### src/rtl/integer_set_table_macros.svh
// Assertion macros for the integer set table.
// Used by the top level; needs clk and arst_n in scope.
`ifndef INTEGER_SET_TABLE_MACROS_SVH
`define INTEGER_SET_TABLE_MACROS_SVH

// Check a condition at every clock edge outside reset.
`define IST_ASSERT_ALWAYS(label, cond, msg) \
	label: assert property (@(posedge clk) disable iff (!arst_n) (cond)) else $error(msg);

// Check that a condition in one cycle implies another in the next cycle.
`define IST_ASSERT_NEXT(label, ante, cons, msg) \
	label: assert property (@(posedge clk) disable iff (!arst_n) (ante) |=> (cons)) \
		else $error(msg);

`endif

### src/rtl/ist_pkg.sv
// Package for the integer set table: widths, opcodes and the cell command word.
// No dependencies.
package ist_pkg;

	localparam int VALUE_W      = 32;
	localparam int OPCODE_W     = 3;
	localparam int POS_W        = 6;
	localparam int COUNT_W      = 7;
	localparam int CAPACITY_DEF = 64;

	typedef enum logic [OPCODE_W-1:0] {
		OP_INSERT = 3'd0,
		OP_REMOVE = 3'd1,
		OP_FIND   = 3'd2,
		OP_INC    = 3'd3,
		OP_DEC    = 3'd4,
		OP_CLEAR  = 3'd5,
		OP_READ   = 3'd6
	} ist_op_t;

	// Command broadcast to every cell of the row.
	typedef struct packed {
		logic compare;   // latch key match for the update step
		logic insert;    // take the left neighbor's entry
		logic remove;    // take the right neighbor's entry at or past the match
		logic inc;       // add one
		logic dec;       // subtract one
	} ist_cmd_t;

endpackage

### src/rtl/ist_cell.sv
// One cell of the set row: holds one entry and its latched key match.
// Depends on ist_pkg.
module ist_cell (
	input  logic                                clk,
	input  ist_pkg::ist_cmd_t                   cmd,
	input  logic                                live,
	input  logic signed [ist_pkg::VALUE_W-1:0]  key,
	input  logic signed [ist_pkg::VALUE_W-1:0]  left,
	input  logic signed [ist_pkg::VALUE_W-1:0]  right,
	input  logic                                match_in,
	output logic                                match_out,
	output logic signed [ist_pkg::VALUE_W-1:0]  entry
);

	logic signed [ist_pkg::VALUE_W-1:0] entry_q;
	logic                               match_q;

	assign entry     = entry_q;
	// Carry "a match lies at or before this cell" toward the tail.
	assign match_out = match_in | match_q;

	always_ff @(posedge clk) begin
		if (cmd.compare) begin
			match_q <= live && (entry_q == key);
		end
	end

	always_ff @(posedge clk) begin
		if (cmd.insert) begin
			entry_q <= left;
		end else if (cmd.remove && match_out) begin
			entry_q <= right;
		end else if (cmd.inc) begin
			entry_q <= entry_q + 32'sd1;
		end else if (cmd.dec) begin
			entry_q <= entry_q - 32'sd1;
		end
	end

endmodule

### config.mk
export PLATFORM = sky130hd
export DESIGN_NAME = ist_cell
export DESIGN_NICKNAME = d
export VERILOG_FILES = /design/src/rtl/integer_set_table_macros.svh /design/src/rtl/ist_pkg.sv /design/src/rtl/ist_cell.sv
export SDC_FILE = /design/constraint.sdc
export NUM_CORES = 1
export LEC_CHECK = 0
export ABC_CLOCK_PERIOD_IN_PS = 4200
export BUFFER_PORTS_ARGS = -buffer_cell sky130_fd_sc_hd__buf_2
export CELL_PAD_IN_SITES_DETAIL_PLACEMENT = 1
export CELL_PAD_IN_SITES_GLOBAL_PLACEMENT = 2
export CORE_ASPECT_RATIO = 2
export CORE_MARGIN = 10
export CORE_UTILIZATION = 29
export DETAILED_ROUTE_END_ITERATION = 8
export GPL_TIMING_DRIVEN = 0
export PLACE_DENSITY = 0.82
export SYNTH_ARGS = -nofsm -noshare
export SYNTH_HDL_FRONTEND = slang
export SYNTH_SLANG_ARGS = --single-unit
### constraint.sdc
create_clock -name clk -period 4.2 [get_ports clk]
set_clock_uncertainty 0.15 [all_clocks]
set_input_delay 0.63 -clock clk [delete_from_list [all_inputs] [get_ports clk]]
set_output_delay 0.63 -clock clk [all_outputs]
set_load 0.03 [all_outputs]
Yosys cells after proc, flatten, opt, wreduce, memory -nomap -nowiden
Index checks and enable logic that the tools add are counted.
- $add $sub $neg: 2
- equal/unequal tests: 1
- multiplexer cells: 4
- bitwise operators: 1
- reduce and logical (&&, ||, !) cells: 3
- operators with widths (cell ; number):
    32-bit two-way mux ; 4
    32-bit by 2-bit adder with 32-bit output, second input constant ; 1
    32-bit equality test ; 1
    32-bit by 2-bit subtractor with 32-bit output, second input constant ; 1
    4-bit nonzero test ; 1
    1-bit logical AND ; 2
    1-bit OR ; 1
- register bits: 33
- input port bits: 104
- output and inout bits: 33
- logic and storage cells: 13

Logic depth before layout (Yosys ltp)
Gate-level depths: netlist of run 1.
- word-level depth: 5
- gate-level depth with buffers: 10
- depth with buffers taken out: 9

Worst setup path after synthesis of run 1
Ideal clock, no wire load.
- path type: input -> register
- start: in cmd[1] (netlist bit)
- end: reg entry_q, in the netlist entry[30], data pin
- setup time: 146 ps
- arrival time: 3233 ps
- data required time: 3904 ps
- setup slack: 672 ps
- stages on the path: 10
- path buffers: 1
- path through: inv_1 ha_1 and2_1 buf_2 and3_1 a221o_1 and3_1 o31ai_1 mux2_2 a21oi_1
- word-level cells in the longest chain between the ends: 3
- RTL lines (item ; line ; source):
    from (decl) ; ist_cell.sv:5 ; input ist_pkg::ist_cmd_t cmd,
    32-bit two-way mux ; ist_cell.sv:33 ; end else if (cmd.inc) begin
    32-bit two-way mux ; ist_cell.sv:31 ; end else if (cmd.remove && match_out) begin
    32-bit two-way mux ; ist_cell.sv:29 ; if (cmd.insert) begin
    to (signal assigned) ; ist_cell.sv:30 ; entry_q <= left;
    to (signal assigned) ; ist_cell.sv:32 ; entry_q <= right;
    to (signal assigned) ; ist_cell.sv:34 ; entry_q <= entry_q + 32'sd1;
    to (decl) ; ist_cell.sv:15 ; logic signed [ist_pkg::VALUE_W-1:0] entry_q;
No other way between the ends.
A chain may end at the register's enable or synchronous reset.

Final worst setup path of run 1
Ends and elaborated chain as after synthesis.

==> results of run 1 <==
[cell usage after synthesis (12+ instances only)]
library cell | instances | area, um2
xnor2_1 | 36 | 315.3
o21ai_0 | 33 | 165.2
nor2_1 | 33 | 123.9
mux2_2 | 13 | 146.4
ha_1 | 30 | 375.4
inv_1 | 15 | 56.30
edfxtp_1 | 33 | 991.0
nand3_1 | 14 | 70.07
xor2_1 | 12 | 105.1
a21oi_1 | 55 | 275.3
nor3_1 | 15 | 75.07
clkbuf_1 | 14 | 52.55
nand2_1 | 37 | 138.9
[layer usage]
metal	GRT usage [%]	vias to the layer above
li1	-	2143
met1	17.73	2165
met2	38.48	156
met3	2.664	52
met4	11.79	0
met5	0	-
[cell families (layout without fill, tap and decap cells)]
| group | after synthesis | after routing | synth area share (%) |
|---|---|---|---|
| adder cells (fa/ha/maj) | 31 | 31 | 9.789 |
| flip-flops | 33 | 33 | 24.54 |
| AO/OA/AOI/OAI | 161 | 161 | 26.74 |
| other | 0 | 1 | 0 |
| XOR/XNOR | 48 | 48 | 10.41 |
| buffers and inverters | 37 | 182 | 3.624 |
| AND/OR/NAND/NOR | 161 | 161 | 20.29 |
| multiplexers | 17 | 17 | 4.616 |
[how the worst min path moves through the flow]
stage | from | to | slack, ns
finish | cmd[4] | match_q | 0.38
global route | cmd[4] | match_q | 0.38
CTS | cmd[4] | match_q | 0.37
detailed placement | cmd[4] | match_q | 0.69
global placement | cmd[4] | match_q | 0.68
floorplan | cmd[4] | match_q | 0.59
[layout by cell type (no fill, tap or decap), drive strengths merged, types with 3 or more instances in the layout]
| master | instances |
|---|---|
| a21o | 10 |
| and3 | 6 |
| nor4 | 4 |
| or4 | 3 |
| o21a | 5 |
| a221o | 3 |
| o211ai | 10 |
| edfxtp | 33 |
| a211oi | 6 |
| buf | 143 |
| and2 | 7 |
| nand2b | 7 |
| nand3 | 14 |
| xnor2 | 36 |
| o21ai | 36 |
| nor3b | 5 |
| mux2i | 4 |
| inv | 14 |
| or3 | 5 |
| nor3 | 15 |
| ha | 30 |
| a221oi | 5 |
| nand2 | 37 |
| mux2 | 13 |
| xor2 | 12 |
| nand4 | 10 |
| nor2 | 33 |
| o311ai | 4 |
| o21bai | 3 |
| clkbuf | 21 |
| a2111oi | 4 |
| nor2b | 9 |
| a21oi | 56 |
[state kept, by name (all words and copies together), names as in the netlist]
| signal | flops |
|---|---|
| entry | 32 |
| match_q | 1 |
[power breakdown]
group,switching (mW),internal (mW),total [mW]
logic,0.836,0.501,1.34
registers,0.103,0.455,0.557
clock network,0.175,0.219,0.394
total,1.11,1.18,2.29
[area by class of cell]
type | count | area share [%]
inverter | 15 | 1.175
multi-input combinational | 418 | 56.81
timing repair buffer | 136 | 13.32
sequential | 33 | 19.39
buffer | 22 | 1.763
antenna | 1 | 0.04897
clock buffer | 6 | 2.522
timing repair inverter | 1 | 0.1469
tap | 189 | 4.628
clock inverter | 2 | 0.1959
[stage by stage]
step	setup TNS, ns	area [um2]
after CTS	0	5100
after floorplan	0	4039
final	0	5110
after global routing	0	5110
after global placement	-1.298	4956
after detailed placement	-1.828	4957
[what timing repair did]
item / 4_1_cts / 5_1_grt
endpoints found under the setup margin: 3 / 5
endpoints found under the hold margin: 0 / 0
gates cloned: 0 / 1
gates resized for setup: 1 / 1
==> flow_summary.toml, run 1 <==
[floorplan]
die_w_um = 103.5
coreArea_mm2 = 0.01381
start_util_pct = 29.24
rows = 61
pin_count = 137
die_h_um = 186.9
die_area_mm2 = 0.01933

[clock_network]
cts_tree = "done"
cts_root_buf = "clkbuf_16"
htreeDepth = 2
clk_path_buf_depth = 2
cts.hold.buffers_added = 0
cts_buffers = 5
clk_pin_slew_ns = 0.07
clock_sinks = 33
worstSkewPairLatency_ns = 0.30
post_cts_buffers = 0

[flow_run]
max_cap_viol_count = 0

[finish]
multiInputGateArea_mm2 = 0.002903
postLayoutCoreUtil_pct = 36.99
layoutNonFillerInstCount = 823
area_delta_synth_final_pct = 26.52
seq_area_um2 = 991.0
nNetsFinal = 767
nFillCells = 1751
drive_gt1_share_pct = 28.12

[sta]
min_period_over_period_pct = 93.51
final_max_slew_viol_count = 0
setup_viol = 0
finalCriticalPeriod_ns = 3.927
rsz0062_at_grt = "false"
max_freq_ghz = 0.2546
fin_ws_ns = 0.2726
hold_viol = 0
maxSlewHeadroom_pct = 40.95
whs_ns = 0.3771
worstMarginPinSlew_ns = 0.8858

[power]
total_power_mw = 2.288
ir_drop_mv = 0.1833
pwr_density_cell_mw_per_mm2 = 447.8
p_leak_nw = 2.131

[yosys]
yosysUniqueCellTypes = 64
synth_seq_cells = 33
synth_edf_count = 33
mappedNetlistArea_mm2 = 0.004039
synthFlopType = "edfxtp_1"
ys_seq_area_share_pct = 24.54
yosys_warnings = 0
syn_avg_cell_area_um2 = 8.276
syn-num-nets = 623
syn_inst = 488
async_flop_share_pct = 0

[drt]
drt-total-wl_um = 19660
wl_met3_um = 894
drc = 0
wl_per_cell_um = 23.88
via_per_inst = 5.487
vias = 4516
firstDrtPassIters = 4
top_layer_used = "met4"
dr_wl_met2_um = 11130
first_iter_violations = 149
final_antenna_net_count = 0
wl_met1_um = 6466

[placement]
gp_congestion = 0.9456
dp.cells = 813
place_ws_ns = -0.3840
dp_hpwl_um = 16270
io_buffer_count = 136

[grt]
grt_usage_pct = 19.70
grt_max_degree = 33
grt_pass1_vias = 5004
gr-total-overflow = 0
antenna_found_initial = 1
grt_pass1_wl_um = 28540

[worst_setup_path]
crit_type = "input port to register"
path_delay_family = "compound AO/OA/AOI/OAI gates"
cp_num_cells = 10
r2r-start = "entry[18]"
cp_num_buf_inv = 2
arrival_ns = 3.92
cpMaxStageDelayCell = "a211oi_1"
end_kind = "register"
start_kind = "input port"
ff2ff_path_depth = 8
path_cells = "buf_2, clkinvlp_4, ha_1, a21oi_1, nor2_1, a211oi_1, a211oi_1, o31ai_1, mux2_2, a21oi_1"
r2r_setup_slack_ns = 0.83
r2r_end = "entry[27]"
endpoint = "entry[30]"
slowest_delay_ns = 0.59
cp_max_fo = 15
worstPathRequired_ns = 4.20
worstSetupStartpoint = "cmd[1]"

[run_status]
status = "finished clean"

[hold_path]
whs_path_depth = 1
min_path_type = "input port to register"
Note: power is estimated with default switching activity, not from simulation.
==> run 2: changes to the inputs <==
- PLACE_DENSITY: 0.82 -> 0.77
==> flow_summary.toml, run 2 (synthesis results as in run 1) <==
[run_status]
status = "finished clean"

[drt]
drc = 0
via_per_inst = 5.451
wl_per_cell_um = 23.47
vias = 4475
firstDrtPassIters = 6
first_iter_violations = 149
final_antenna_net_count = 0
drt-total-wl_um = 19270

[clock_network]
htreeDepth = 2
worstSkewPairLatency_ns = 0.29
cts_root_buf = "clkbuf_16"
cts_buffers = 5
post_cts_buffers = 0
cts_tree = "done"
clock_sinks = 33
cts_resized = 0
cts.hold.buffers_added = 0
clk_path_buf_depth = 2
clk_pin_slew_ns = 0.06

[hold_path]
whs_path_depth = 1
hold_path_startpoint = "cmd[4]"
min_to = "match_q"
min_path_type = "input port to register"

[sta]
max_freq_ghz = 0.2618
hold_viol = 0
setup_viol = 0
finalCriticalPeriod_ns = 3.820
whs_ns = 0.3842
min_period_over_period_pct = 90.96
worstMarginPinSlew_ns = 0.9067
final_max_slew_viol_count = 0
maxSlewHeadroom_pct = 39.55
fin_ws_ns = 0.3798
rsz0062_at_grt = "false"

[worst_setup_path]
cpMaxStageDelayCell = "a211oi_1"
cp_max_fo = 15
slowest_delay_ns = 0.79
r2r-start = "entry[0]"
arrival_ns = 3.68
worstPathRequired_ns = 4.06
cpMostUsedCell = "o211ai_1"
r2r_end = "entry[28]"
path_cells = "buf_2, clkinvlp_4, ha_1, o211ai_1, a21oi_2, o2111ai_1, a211oi_1, o311ai_0, o211ai_1, a21oi_1"
r2r_setup_slack_ns = 0.81
end_kind = "register"
ff2ff_path_depth = 9
worstSetupStartpoint = "cmd[1]"
start_kind = "input port"
crit_type = "input port to register"

[floorplan]
rows = 61
die_h_um = 186.9
start_util_pct = 29.24
pin_count = 137
coreArea_mm2 = 0.01381
die_area_mm2 = 0.01933
die_w_um = 103.5

[finish]
drive_gt1_share_pct = 27.85
postLayoutCoreUtil_pct = 36.93
area_delta_synth_final_pct = 26.30
final_common_cell = "buf_2"
mostFrequentLayoutCells = "buf_2, a21oi_1, nand2_1"
num_antenna_cells = 0
nNetsFinal = 767
largest_reg_flops = 32

[grt]
gr-total-overflow = 0
grt_pass1_vias = 5015
grt_pass1_wl_um = 28450
grt_usage_pct = 19.50
antenna_found_initial = 0
grt_max_degree = 33

[power]
pwr_density_cell_mw_per_mm2 = 442.4
sw_frac_of_total_pct = 48.12
p_leak_nw = 2.124
ir_drop_mv = 0.1596
p_seq_share_pct = 24.8
clockPowerShare_pct = 16.6
combPwrFrac_pct = 58.6
power_switching_mw = 1.086
internal_power_mw = 1.171

[placement]
gp_congestion = 0.9032
io_buffer_count = 136
place_ws_ns = -0.2725
dp_hpwl_um = 16060

[flow_run]
max_cap_viol_count = 0
-- run 2: cell type report --
type	count	area, um2
fill	1729	8713
multi-input combinational	418	2903
sequential	33	991.0
timing repair buffer	136	680.7
tap	189	236.5
clock buffer	6	128.9
buffer	22	90.09
inverter	15	60.06
timing repair inverter	1	7.507
clock inverter	1	3.754
-- run 2: critical path, delay by kind of cell --
family | cells | cell delay (ns)
buffers and inverters | 2 | 0.60
AOI/OAI and AO/OA | 7 | 1.91
adders and majority gates | 1 | 0.53
-- run 2: power by group through the flow --
stage	Clock (mW)	Combinational, mW	Sequential, mW
after global placement	0	1.30	0.569
after CTS	0.379	1.33	0.563
after floorplan	0	0.796	0.655
final	0.374	1.32	0.559
after global routing	0.385	1.45	0.570
after detailed placement	0	1.32	0.570
-- run 2: worst max-delay path by stage --
stage,end,slack (ns),depth (start not counted)
floorplan,entry[30],0.67,10
global route,entry[24],0.15,10
global placement,entry[27],-0.27,11
detailed placement,entry[30],-0.27,11
finish,entry[28],0.38,10
CTS,entry[30],0.02,11
-- run 2: routing by layer --
metal	share of wire, %	wire (um)	track usage [%]
met5	0	0	0
met4	5.9	1129	11.36
met3	4.4	839	2.442
met2	55	10670	36.84
met1	34	6628	18.91
-- run 2: per-stage QoR --
stage	instances	instance area (um2)	total power, mW	TNS, ns
5_1_grt	821	5101	2.403	0
3_3_place_gp	813	4956	1.864	-1.442
6_report	821	5101	2.256	0
2_1_floorplan	488	4039	1.450	0
4_1_cts	820	5090	2.268	0
3_5_place_dp	813	4957	1.888	-1.588
==> run 3: changes to the inputs <==
- CAP_MARGIN: unset -> 15
- GPL_TIMING_DRIVEN: 0 -> 1
- SLEW_MARGIN: unset -> 15
==> flow_summary.toml, run 3 (synthesis results as in run 1) <==
[worst_setup_path]
path_delay_family = "compound AO/OA/AOI/OAI gates"
ff2ff_path_depth = 8
worstPathRequired_ns = 4.09
path_cells = "buf_2, inv_1, ha_1, a21oi_1, o21ai_0, a31oi_1, o221ai_1, buf_4, a2111oi_0, and3b_1"
crit_type = "input port to register"
r2r_end = "entry[29]"
end_kind = "register"
start_kind = "input port"
r2r-start = "entry[10]"
cp_max_fo = 20
slowest_delay_ns = 0.60
cp_num_buf_inv = 3
cpMaxStageDelayCell = "inv_1"
arrival_ns = 3.72
r2r_setup_slack_ns = 0.96

[sta]
max_freq_ghz = 0.2608
maxSlewHeadroom_pct = 45.19
rsz0062_at_grt = "false"
final_max_slew_viol_count = 0
worstMarginPinSlew_ns = 0.8212
fin_tns_setup_ns = 0
hold_viol = 0
finalCriticalPeriod_ns = 3.835
whs_ns = 0.3918
min_period_over_period_pct = 91.31
setup_viol = 0

[finish]
nFillCells = 1751
nNetsFinal = 765
layoutNonFillerInstCount = 819
num_antenna_cells = 0
largest_reg_flops = 32
final_common_cell = "buf_2"
mostFrequentLayoutCells = "buf_2, a21oi_1, nand2_1"
drive_gt1_share_pct = 29.84
area_delta_synth_final_pct = 27.97

[placement]
gp_congestion = 0.9080
dp.cells = 812
io_buffer_count = 136
dp_hpwl_um = 15810

[floorplan]
die_area_mm2 = 0.01933
die_h_um = 186.9
rows = 61
die_w_um = 103.5
coreArea_mm2 = 0.01381
pin_count = 137
start_util_pct = 29.24

[grt]
grt_pass1_wl_um = 27770
grt_max_degree = 38
grt_pass1_vias = 4859
grt_usage_pct = 18.96
gr-total-overflow = 0
antenna_found_initial = 0

[clock_network]
clk_pin_slew_ns = 0.06
cts_root_buf = "clkbuf_16"
htreeDepth = 2
cts.hold.buffers_added = 0
cts_resized = 0
cts_buffers = 5
clk_path_buf_depth = 2
clock_sinks = 33
post_cts_buffers = 0
cts_tree = "done"
worstSkewPairLatency_ns = 0.29

[drt]
drc = 0
wl_per_cell_um = 22.86
first_iter_violations = 141
final_antenna_net_count = 0
firstDrtPassIters = 4
vias = 4478
via_per_inst = 5.468
drt-total-wl_um = 18730

[hold_path]
whs_path_depth = 1
min_to = "match_q"
hold_path_startpoint = "cmd[4]"
min_path_type = "input port to register"

[power]
pwr_density_cell_mw_per_mm2 = 442.2
p_leak_nw = 2.195
ir_drop_mv = 0.1497

[run_status]
status = "finished clean"

[flow_run]
max_cap_viol_count = 0
[run 3: changes by cell type in the layout (fill, tap and decap cells not counted), sizes merged]
cell / previous run / this run
clkbuf: 21 / 6
inv: 14 / 15
clkinvlp: 2 / 0
buf: 143 / 157
[run 3: per-stage QoR]
step / util (%) / total power [mW] / cell area [um2] / worst slack [ns]
2_1_floorplan: - / 1.450 / 4039 / 0.6715
3_3_place_gp: 36.46 / 1.912 / 5036 / 0.2439
3_5_place_dp: 36.46 / 1.934 / 5036 / 0.1275
4_1_cts: 37.42 / 2.309 / 5169 / 0.4257
5_1_grt: 37.42 / 2.430 / 5169 / 0.1413
6_report: 37.42 / 2.286 / 5169 / 0.3649
[run 3: area by class of cell]
class	instances	area (um2)	share of cell area (%)
timing repair buffer	157	850.8	16.46
sequential	33	991.0	19.17
multi-input combinational	418	2902	56.14
tap	189	236.5	4.575
clock inverter	1	3.754	0.07262
clock buffer	6	128.9	2.493
inverter	15	56.30	1.089
[run 3: worst max path at each step]
stage / start / endpoint / slack, ns / cells past startpoint
detailed placement: cmd[1] / entry[29] / 0.13 / 10
global route: cmd[1] / entry[29] / 0.14 / 10
finish: cmd[1] / entry[29] / 0.36 / 10
floorplan: cmd[1] / entry[30] / 0.67 / 10
global placement: cmd[1] / entry[29] / 0.24 / 10
CTS: cmd[1] / entry[29] / 0.43 / 10
[run 3: routing by layer]
metal | up-vias | part of all wire, % | GRT usage, %
li1 | 2128 | - | -
met1 | 2176 | 35 | 18.19
met2 | 138 | 57 | 37.62
met3 | 36 | 3.9 | 1.961
met4 | 0 | 4.3 | 8.181
met5 | - | 0 | 0
[run 3: where the power goes]
part           total (mW)  internal (mW)  leakage, nW  switching, mW
sequential          0.564          0.455        0.344          0.109
combinational        1.36          0.531         1.79          0.826
clock               0.365          0.215       0.0644          0.150
total                2.29           1.20         2.19           1.08
